## src/rtl/core/wsi_pkg.sv

```systemverilog
// Shared types and constants for the wrapped segment intersection block.
// Used by every module under rtl/core; depends on nothing else.
package wsi_pkg;

    localparam int FRAC_BITS = 28;
    localparam int IN_W      = 32;
    localparam int LIM_W     = 31;
    localparam int Q_W       = 32;
    localparam int PRE_W     = Q_W - FRAC_BITS;
    localparam int LON_W     = IN_W + 2;
    localparam int DLT_W     = LON_W + 1;
    localparam int PROD_W    = 2 * DLT_W;
    localparam int NUM_W     = PROD_W + 1;
    localparam int MAG_W     = NUM_W;
    localparam int RAT_W     = Q_W + 2;
    localparam int TP_W      = Q_W + DLT_W;
    localparam int SUM_W     = TP_W - FRAC_BITS + 1;
    localparam int DIV_STAGES = Q_W;

    localparam logic [63:0] PI60 = 64'h3243F6A8885A308D;
    localparam logic [63:0] PI_Q64 =
        (PI60 + (64'd1 << (59 - FRAC_BITS))) >> (60 - FRAC_BITS);
    localparam logic [63:0] TWO_PI_Q64 =
        ((PI60 << 1) + (64'd1 << (59 - FRAC_BITS))) >> (60 - FRAC_BITS);
    localparam logic signed [LON_W-1:0] PI_L     = PI_Q64[LON_W-1:0];
    localparam logic signed [LON_W-1:0] TWO_PI_L = TWO_PI_Q64[LON_W-1:0];

    localparam logic signed [LIM_W-1:0] LOW_RESET  = '0;
    localparam logic signed [LIM_W-1:0] HIGH_RESET = LIM_W'(1 << FRAC_BITS);

    typedef enum logic {
        REG_LOW  = 1'b0,
        REG_HIGH = 1'b1
    } reg_idx_t;

    // Deltas and offsets after longitude normalisation.
    typedef struct packed {
        logic signed [DLT_W-1:0] dx1;
        logic signed [DLT_W-1:0] dx2;
        logic signed [DLT_W-1:0] dym;
        logic signed [DLT_W-1:0] dyb;
        logic signed [DLT_W-1:0] x;
        logic signed [DLT_W-1:0] y;
        logic signed [IN_W-1:0]  lat;
        logic signed [LON_W-1:0] lon;
    } norm_t;

    // What the crossing stage needs from the start of the move.
    typedef struct packed {
        logic signed [IN_W-1:0]  lat;
        logic signed [LON_W-1:0] lon;
        logic signed [DLT_W-1:0] dym;
        logic signed [DLT_W-1:0] dx1;
    } side_t;

    typedef struct packed {
        logic             neg;
        logic             ok;
        logic [MAG_W-1:0] num;
        logic [MAG_W-1:0] den;
    } div_in_t;

    typedef struct packed {
        logic           neg;
        logic           ok;
        logic           inexact;
        logic [Q_W-1:0] q;
    } div_out_t;

endpackage

```

## src/rtl/core/wsi_norm.sv

```systemverilog
// Longitude wrap normalisation and delta formation, three register stages.
// Depends on wsi_pkg.
module wsi_norm (
    input  logic                              clk,
    input  logic                              rst_n,
    input  logic                              in_vld,
    input  logic signed [wsi_pkg::IN_W-1:0]   move_start_lat,
    input  logic signed [wsi_pkg::IN_W-1:0]   move_start_lon,
    input  logic signed [wsi_pkg::IN_W-1:0]   move_end_lat,
    input  logic signed [wsi_pkg::IN_W-1:0]   move_end_lon,
    input  logic signed [wsi_pkg::IN_W-1:0]   barrier_a_lat,
    input  logic signed [wsi_pkg::IN_W-1:0]   barrier_a_lon,
    input  logic signed [wsi_pkg::IN_W-1:0]   barrier_b_lat,
    input  logic signed [wsi_pkg::IN_W-1:0]   barrier_b_lon,
    output logic                              out_vld,
    output wsi_pkg::norm_t                    out_norm
);

    function automatic logic signed [wsi_pkg::LON_W-1:0] wrap_lon(
        input logic signed [wsi_pkg::IN_W-1:0] v
    );
        logic signed [wsi_pkg::LON_W-1:0] e;
        begin
            e = wsi_pkg::LON_W'(v);
            if (v < 0)
                e = e + wsi_pkg::TWO_PI_L;
            return e;
        end
    endfunction

    logic [2:0] vld_reg;

    logic signed [wsi_pkg::IN_W-1:0]  a_slat_reg, a_elat_reg, a_alat_reg, a_blat_reg;
    logic signed [wsi_pkg::LON_W-1:0] a_slon_reg, a_elon_reg, a_alon_reg, a_blon_reg;
    logic signed [wsi_pkg::LON_W-1:0] a_slon_next, a_elon_next, a_alon_next, a_blon_next;
    logic signed [wsi_pkg::LON_W-1:0] md, bd;

    logic signed [wsi_pkg::IN_W-1:0]  b_slat_reg, b_elat_reg, b_alat_reg, b_blat_reg;
    logic signed [wsi_pkg::LON_W-1:0] b_slon_reg, b_elon_reg, b_alon_reg, b_blon_reg;
    logic signed [wsi_pkg::LON_W-1:0] b_slon_next, b_elon_next, b_alon_next, b_blon_next;
    logic signed [wsi_pkg::LON_W-1:0] xd;

    wsi_pkg::norm_t norm_reg, norm_next;

    // Stage A: lift negative longitudes, then unwrap each segment on its own.
    always_comb
    begin
        a_slon_next = wrap_lon(move_start_lon);
        a_elon_next = wrap_lon(move_end_lon);
        a_alon_next = wrap_lon(barrier_a_lon);
        a_blon_next = wrap_lon(barrier_b_lon);
        md = a_slon_next - a_elon_next;
        bd = a_alon_next - a_blon_next;
        if (md > wsi_pkg::PI_L)
            a_slon_next = a_slon_next - wsi_pkg::TWO_PI_L;
        else if (md < -wsi_pkg::PI_L)
            a_elon_next = a_elon_next - wsi_pkg::TWO_PI_L;
        if (bd > wsi_pkg::PI_L)
            a_alon_next = a_alon_next - wsi_pkg::TWO_PI_L;
        else if (bd < -wsi_pkg::PI_L)
            a_blon_next = a_blon_next - wsi_pkg::TWO_PI_L;
    end

    // Stage B: bring the two segments onto the same side of the seam.
    always_comb
    begin
        b_slon_next = a_slon_reg;
        b_elon_next = a_elon_reg;
        b_alon_next = a_alon_reg;
        b_blon_next = a_blon_reg;
        xd = a_slon_reg - a_alon_reg;
        if (xd > wsi_pkg::PI_L)
        begin
            b_slon_next = a_slon_reg - wsi_pkg::TWO_PI_L;
            b_elon_next = a_elon_reg - wsi_pkg::TWO_PI_L;
        end
        else if (xd < -wsi_pkg::PI_L)
        begin
            b_alon_next = a_alon_reg - wsi_pkg::TWO_PI_L;
            b_blon_next = a_blon_reg - wsi_pkg::TWO_PI_L;
        end
    end

    // Stage C: deltas and offsets.
    always_comb
    begin
        norm_next.dx1 = wsi_pkg::DLT_W'(b_elon_reg) - wsi_pkg::DLT_W'(b_slon_reg);
        norm_next.dx2 = wsi_pkg::DLT_W'(b_blon_reg) - wsi_pkg::DLT_W'(b_alon_reg);
        norm_next.dym = wsi_pkg::DLT_W'(b_elat_reg) - wsi_pkg::DLT_W'(b_slat_reg);
        norm_next.dyb = wsi_pkg::DLT_W'(b_blat_reg) - wsi_pkg::DLT_W'(b_alat_reg);
        norm_next.x   = wsi_pkg::DLT_W'(b_slon_reg) - wsi_pkg::DLT_W'(b_alon_reg);
        norm_next.y   = wsi_pkg::DLT_W'(b_slat_reg) - wsi_pkg::DLT_W'(b_alat_reg);
        norm_next.lat = b_slat_reg;
        norm_next.lon = b_slon_reg;
    end

    always_ff @(posedge clk or negedge rst_n)
    begin
        if (!rst_n)
            vld_reg <= '0;
        else
            vld_reg <= {vld_reg[1:0], in_vld};
    end

    always_ff @(posedge clk)
    begin
        a_slat_reg <= move_start_lat;
        a_elat_reg <= move_end_lat;
        a_alat_reg <= barrier_a_lat;
        a_blat_reg <= barrier_b_lat;
        a_slon_reg <= a_slon_next;
        a_elon_reg <= a_elon_next;
        a_alon_reg <= a_alon_next;
        a_blon_reg <= a_blon_next;
        b_slat_reg <= a_slat_reg;
        b_elat_reg <= a_elat_reg;
        b_alat_reg <= a_alat_reg;
        b_blat_reg <= a_blat_reg;
        b_slon_reg <= b_slon_next;
        b_elon_reg <= b_elon_next;
        b_alon_reg <= b_alon_next;
        b_blon_reg <= b_blon_next;
        norm_reg   <= norm_next;
    end

    assign out_vld  = vld_reg[2];
    assign out_norm = norm_reg;

endmodule

```

## config.mk

```make
export PLATFORM = sky130hd
export DESIGN_NAME = wsi_norm
export DESIGN_NICKNAME = d
export VERILOG_FILES = /design/src/rtl/core/wsi_pkg.sv /design/src/rtl/core/wsi_norm.sv
export SDC_FILE = /design/constraint.sdc
export NUM_CORES = 2
export LEC_CHECK = 0
export ABC_AREA = 0
export BUFFER_PORTS_ARGS = -buffer_cell sky130_fd_sc_hd__clkbuf_2
export CORE_MARGIN = 4
export CORE_UTILIZATION = 59
export CTS_CLUSTER_DIAMETER = 200
export DETAILED_ROUTE_END_ITERATION = 7
export PLACE_DENSITY = 0.81
export SYNTH_ARGS = -nofsm -noshare
export SYNTH_HDL_FRONTEND = slang
export SYNTH_SLANG_ARGS = --single-unit
export TNS_END_PERCENT = 50
```

## constraint.sdc

```tcl
create_clock -name clk -period 5.5 [get_ports clk]
set_input_delay 1.1 -clock clk [delete_from_list [all_inputs] [get_ports clk]]
set_output_delay 1.1 -clock clk [all_outputs]
set_load 0.05 [all_outputs]
```

# --- Yosys cells after proc, flatten, opt, wreduce, memory -nomap -nowiden ---
# Cells that the tools add are included.
totals:
  inputBits: 259
  out_inout_bits: 277
  wordCells: 72
  reg_bits: 801
classes:
  n_lt_le_gt_ge: 10
  n_mux: 16
  addsub: 21
op_table:
  columns: ["operator", "n"]
  rows:
  - ["$mux W34", 16]
  - ["$sub A34 B32 Y34 const B", 8]
  - ["$add A32 B32 Y33 const B", 4]
  - ["$lt A32 B1 Y1 const B", 4]
  - ["$sub A34 B34 Y35", 3]
  - ["$gt A34 B31 Y1 const B", 3]
  - ["$lt A34 B31 Y1 const B", 3]
  - ["$sub A34 B34 Y34", 3]
  - ["$sub A32 B32 Y33", 3]

# --- Depth between registers and ports, before layout ---
logic_depth:
  ltp_word: 6
  ltp_mapped: 27
  ltp_nobuf: 25

# --- Worst setup path after synthesis ---
# No wires, ideal clock.
synth_timing:
  kind: "input port to flip-flop"
  from: "input port move_start_lon[31] (netlist name)"
  to: "register a_slon_reg[31] (netlist name)"
  required_ns: 5.354
  n_path_buf: 5
  cell_stages: 26
  arrival_ns: 6.822
  slack_ns: -1.468
  setup_ns: 0.146
  cell_sequence: "clkbuf_1 > buf_1 > clkbuf_1 > nand2_1 > xor2_1 > inv_1 > ha_1 > or4_1 > o21ai_0 > a31oi_1 > o41ai_1 > maj3_2 > a2111oi_4 > o211a_1 > or4_4 > and4_1 > o31ai_1 > o2111ai_1 > a2111oi_0 > a2bb2oi_1 > o211a_1 > nand2b_1 > buf_6 > buf_2 > nor2_1 > xor2_1"
synth_via:
  elab_chain_cells: 5
  elab_cells_between_ends: 7
  cone_classes: "3 x add/sub; 2 x order compare; 2 x mux"
synth_lines:
  columns: ["element", "line", "source"]
  rows:
  - ["start: declaration", "wsi_norm.sv:8", "input logic signed [wsi_pkg::IN_W-1:0] move_start_lon,"]
  - ["$add A32 B32 Y33 / $lt A32 B1 Y1 (equally long branches)", "wsi_norm.sv:26, wsi_norm.sv:25", null]
  - ["$mux W34 *", "wsi_norm.sv:25", "if (v < 0)"]
  - ["$sub A34 B34 Y34", "wsi_norm.sv:52", "md = a_slon_next - a_elon_next;"]
  - ["$gt A34 B31 Y1", "wsi_norm.sv:54", "if (md > wsi_pkg::PI_L)"]
  - ["$mux W34 *", "wsi_norm.sv:54", null]
  - ["named net a_slon_next (one bit)", "wsi_norm.sv:35", "logic signed [wsi_pkg::LON_W-1:0] a_slon_next, a_elon_next, a_alon_next, a_blon_next;"]
  - ["end signal: assignment", "wsi_norm.sv:111", "a_slon_reg <= a_slon_next;"]
  - ["end: declaration", "wsi_norm.sv:34", "logic signed [wsi_pkg::LON_W-1:0] a_slon_reg, a_elon_reg, a_alon_reg, a_blon_reg;"]
# Mark *: on every way through the listed nets, which the timed path passes. The rest lies on a longest branch.

# --- Worst setup path after layout ---
layout_timing:
  from: "input port barrier_b_lon[2] (netlist name)"
  to: "register a_alon_reg[6] (netlist name)"
layout_via:
  elab_chain_cells: 5
  elab_cells_between_ends: 6
  cone_classes: "2 x add/sub; 2 x order compare; 2 x mux"
layout_lines:
  columns: ["element", "line", "source"]
  rows:
  - ["start: declaration", "wsi_norm.sv:14", "input logic signed [wsi_pkg::IN_W-1:0] barrier_b_lon,"]
  - ["$add A32 B32 Y33 / $lt A32 B1 Y1 (equally long branches)", "wsi_norm.sv:26, wsi_norm.sv:25", null]
  - ["$mux W34 *", "wsi_norm.sv:25", null]
  - ["$sub A34 B34 Y34 *", "wsi_norm.sv:53", "bd = a_alon_next - a_blon_next;"]
  - ["$gt A34 B31 Y1 *", "wsi_norm.sv:58", "if (bd > wsi_pkg::PI_L)"]
  - ["$mux W34 *", "wsi_norm.sv:58", null]
  - ["named net a_alon_next (one bit)", "wsi_norm.sv:35", null]
  - ["end signal: assignment", "wsi_norm.sv:113", "a_alon_reg <= a_alon_next;"]
  - ["end: declaration", "wsi_norm.sv:34", null]
# Marked as above.

==> results.md <==
* First-pass GRT wire length at 193000 microns
* CTS Hold Bufs at 0
* Most common cell after layout, fill and taps aside: dfxtp_1
* Worst Setup Start Kind: input port
* Max-slew violation count at 0
* Root Buffer: clkbuf_16
* CTS tree: yes
* Starting Density at 0.599
* Core box area at just under 0.07 sq mm
* FP Rows at 95
* Clock Tree Buf Depth at 3
* DIE HEIGHT at approximately 270 microns
* Worst-skew pair later-pin latency at between 0.6 and 0.7 ns
* Num CTS Buffers at slightly above 80
* Fraction of layout instances using a drive strength above 1 at 0.278
* # clock sinks at ~800
* Post-Syn Area at 0.0405 sq mm
* Minimum clock period at about 5.8 ns
* Top area cells in the synthesized netlist: dfxtp_1 (39%), ha_1 (8.7%), xnor2_1 (8.3%)
* Final ANT Viol Nets at 0
* Vias/cell at about 5.8
* Crit Path Category: in -> reg
* Final worst-path cycle share at 1.06
* Vias at ~38000
* Final nets at 6204
* Violated checks: negative setup slack
* Syn Area/Cell at around 9 sq um
* Initial DRT Pass Iterations at 7
* Relative slew slack at 0.428
* Routed WL at 130000 microns
* Status: finished, violations left
* Initial antenna violation count at 4
* Routability Congestion at around 0.95
* Top cell type's share of synthesized area at 0.395
* Syn Inst Count at ~4500
* Distinct cells, synth at approximately 110
* # fillers at 4108
* Vias in the first global route at around 37000
* Initial DRC count at ~2900
* WP data required at between 6 and 7 ns
* HP Class: in -> async
* Top FF cell, synth: dfxtp_1
* Commonest cells after routing, fill and taps aside: dfxtp_1 (798), buf_4 (542), clkbuf_2 (528), nor2_1 (374), xnor2_1 (365)
* Final core occ at 0.794
* DIE AREA at 0.0729 sq mm
* Max Freq at 172 MHz
* Drc violations at 0
* PwrDens at roughly 620 mW/mm^2
* Hold Violations, Final at 0
* GRT Util Overall at 0.324
* GRT overflow at 0
* Synth Register Bits at around 800
* Leakage at around 25 nW
* Clk_skew at 0.0477 ns
* Number of synthesized flops with an enable pin at 0
* Asr flop ratio synth at 0.00375
* DP Wirelength at ~93000 microns
* Unrepaired setup endpoints after global routing: true
* Setup Viol. Count Final at roughly 140
* Sequential element share of the synthesized area at 0.396
* Max cap viols at 0
* WP data arrival at around 6.4 ns
* Worst Tran Pin Value at 0.850 ns
* Critical path endpoint category: flop
* Die width at between 200 and 300 microns
* Setup ws final at -0.315 ns
* Synth warnings at 0
* Largest net degree at the start of global routing at 45
* Area growth syn-to-layout at 32.6%
* VDD IR-drop max at roughly 0.78 mV
* I/O pins at around 540
* Max FFs per register at between 200 and 300
* CTS HTree Levels at 3
* Cell taking the most area after synthesis: dfxtp_1
* Mapped Nets at around 5000
* Worst-path clk slew at around 0.060 ns
* Crit path max fanout at 7
* Placement Setup Slack at -1.19 ns
* Drt wl/cell at around 20 microns
* Port bufs at between 500 and 600
## synth_stat cells (14+ instances only)
library cell / number
a211oi_1: 28
nor2_1: 415
or3_1: 46
nand2b_1: 63
a21oi_1: 190
dfxtp_1: 798
xor2_1: 219
a21boi_0: 39
a211o_1: 15
maj3_1: 15
nor4_1: 26
nand4_1: 32
and3_1: 51
or2_2: 19
o2111ai_1: 14
nand2_1: 353
nor2b_1: 79
o21bai_1: 24
a31oi_1: 45
nor3b_1: 20
nand3b_1: 30
nand3_1: 121
o21a_1: 64
clkbuf_1: 40
o211ai_1: 30
buf_2: 16
xnor2_1: 384
ha_1: 281
o21ai_0: 190
nor3_1: 123
o31ai_1: 29
inv_1: 344
a21o_1: 51
and2_1: 33
## kinds of logic after synthesis
| group | after synthesis | synth area share |
|---|---|---|
| flip-flops | 801 | 0.396 |
| adder cells (fa/ha/maj) | 310 | 0.0964 |
| XOR/XNOR | 607 | 0.132 |
| multiplexers | 13 | 0.00325 |
| AND/OR/NAND/NOR | 1474 | 0.180 |
| AO/OA/AOI/OAI | 898 | 0.152 |
| buffers and inverters | 416 | 0.0405 |
## critical path: stages
cell and delay, ns:
clkbuf_2 0.16, nand4_1 0.18, a21oi_2 0.22, o21ai_1 0.11, xnor2_1 0.32, ha_1 0.33, a21o_1 0.18, a21o_1 0.19
buf_6 0.14, nor4b_4 0.27, a311oi_2 0.09, o211ai_1 0.35, a311oi_1 0.15, buf_4 0.17, o31ai_4 0.21, a21oi_2 0.13
buf_4 0.17, a41o_1 0.22, or4_4 0.57, nand2_2 0.08, o2111a_2 0.21, o32ai_4 0.10, buf_12 0.17, buf_12 0.15
nand2b_4 0.14, xnor2_1 0.23
## layout make-up
type                    count  area [sq um]  share of cell area
diodes                      1          2.50           0.0000466
clock buffers             107          2270              0.0422
clock inverters            47           786              0.0146
inverters                 344          1290              0.0241
multi-input cells        3302         24600               0.458
flip-flops and latches    801         16100               0.299
well taps                 873          1090              0.0204
repair buffers           1123          7580               0.141
## routing by layer
layer,routed length (microns),global-route usage
met5,12,0
met3,9750,0.0569
met2,62900,0.576
met4,8210,0.164
met1,48600,0.374
## what timing repair did
action,CTS,global route
setup endpoints to repair,136,167
pin swaps,66,110
gates cloned,6,5
resized for setup,129,217
setup buffers,30,24
## path summary, 6_finish.rpt
path,start,end,slack (ns),cells past startpoint
worst max-delay path,barrier_b_lon[2],a_alon_reg[6],-0.31,26
worst min-delay path,rst_n,vld_reg[2],0.25,1
worst max register to register,b_alat_reg[1],out_norm[97],0.21,19
worst min register to register,a_slat_reg[15],b_slat_reg[15],0.32,0
max in group asynchronous,rst_n,vld_reg[0],5.13,1
min in group clk,a_slat_reg[15],b_slat_reg[15],0.32,0
## where the power goes
group	switching (mW)	total, mW	leakage [nW]	internal (mW)
logic	11.5	18.3	16.6	6.84
clock network	2.55	6.19	1.46	3.64
registers	1.09	8.78	6.77	7.69
total	15.1	33.3	24.8	18.2
## through the flow
stage | hold slack (ns) | instance area (sq um) | TNS [ns] | cells | power (mW)
6_report | 0.254 | 53700 | -22.16 | 6598 | 33.3
5_1_grt | 0.235 | 53700 | -49.16 | 6597 | 35.0
3_3_place_gp | 0.310 | 48400 | -106.87 | 6380 | 25.2
2_1_floorplan | 0.310 | 41000 | -87.05 | 4519 | 20.7
4_1_cts | 0.217 | 52400 | -7.28 | 6570 | 32.4
3_5_place_dp | 0.312 | 48400 | -132.55 | 6380 | 25.6
No activity file was read; power rests on OpenSTA's default activity.
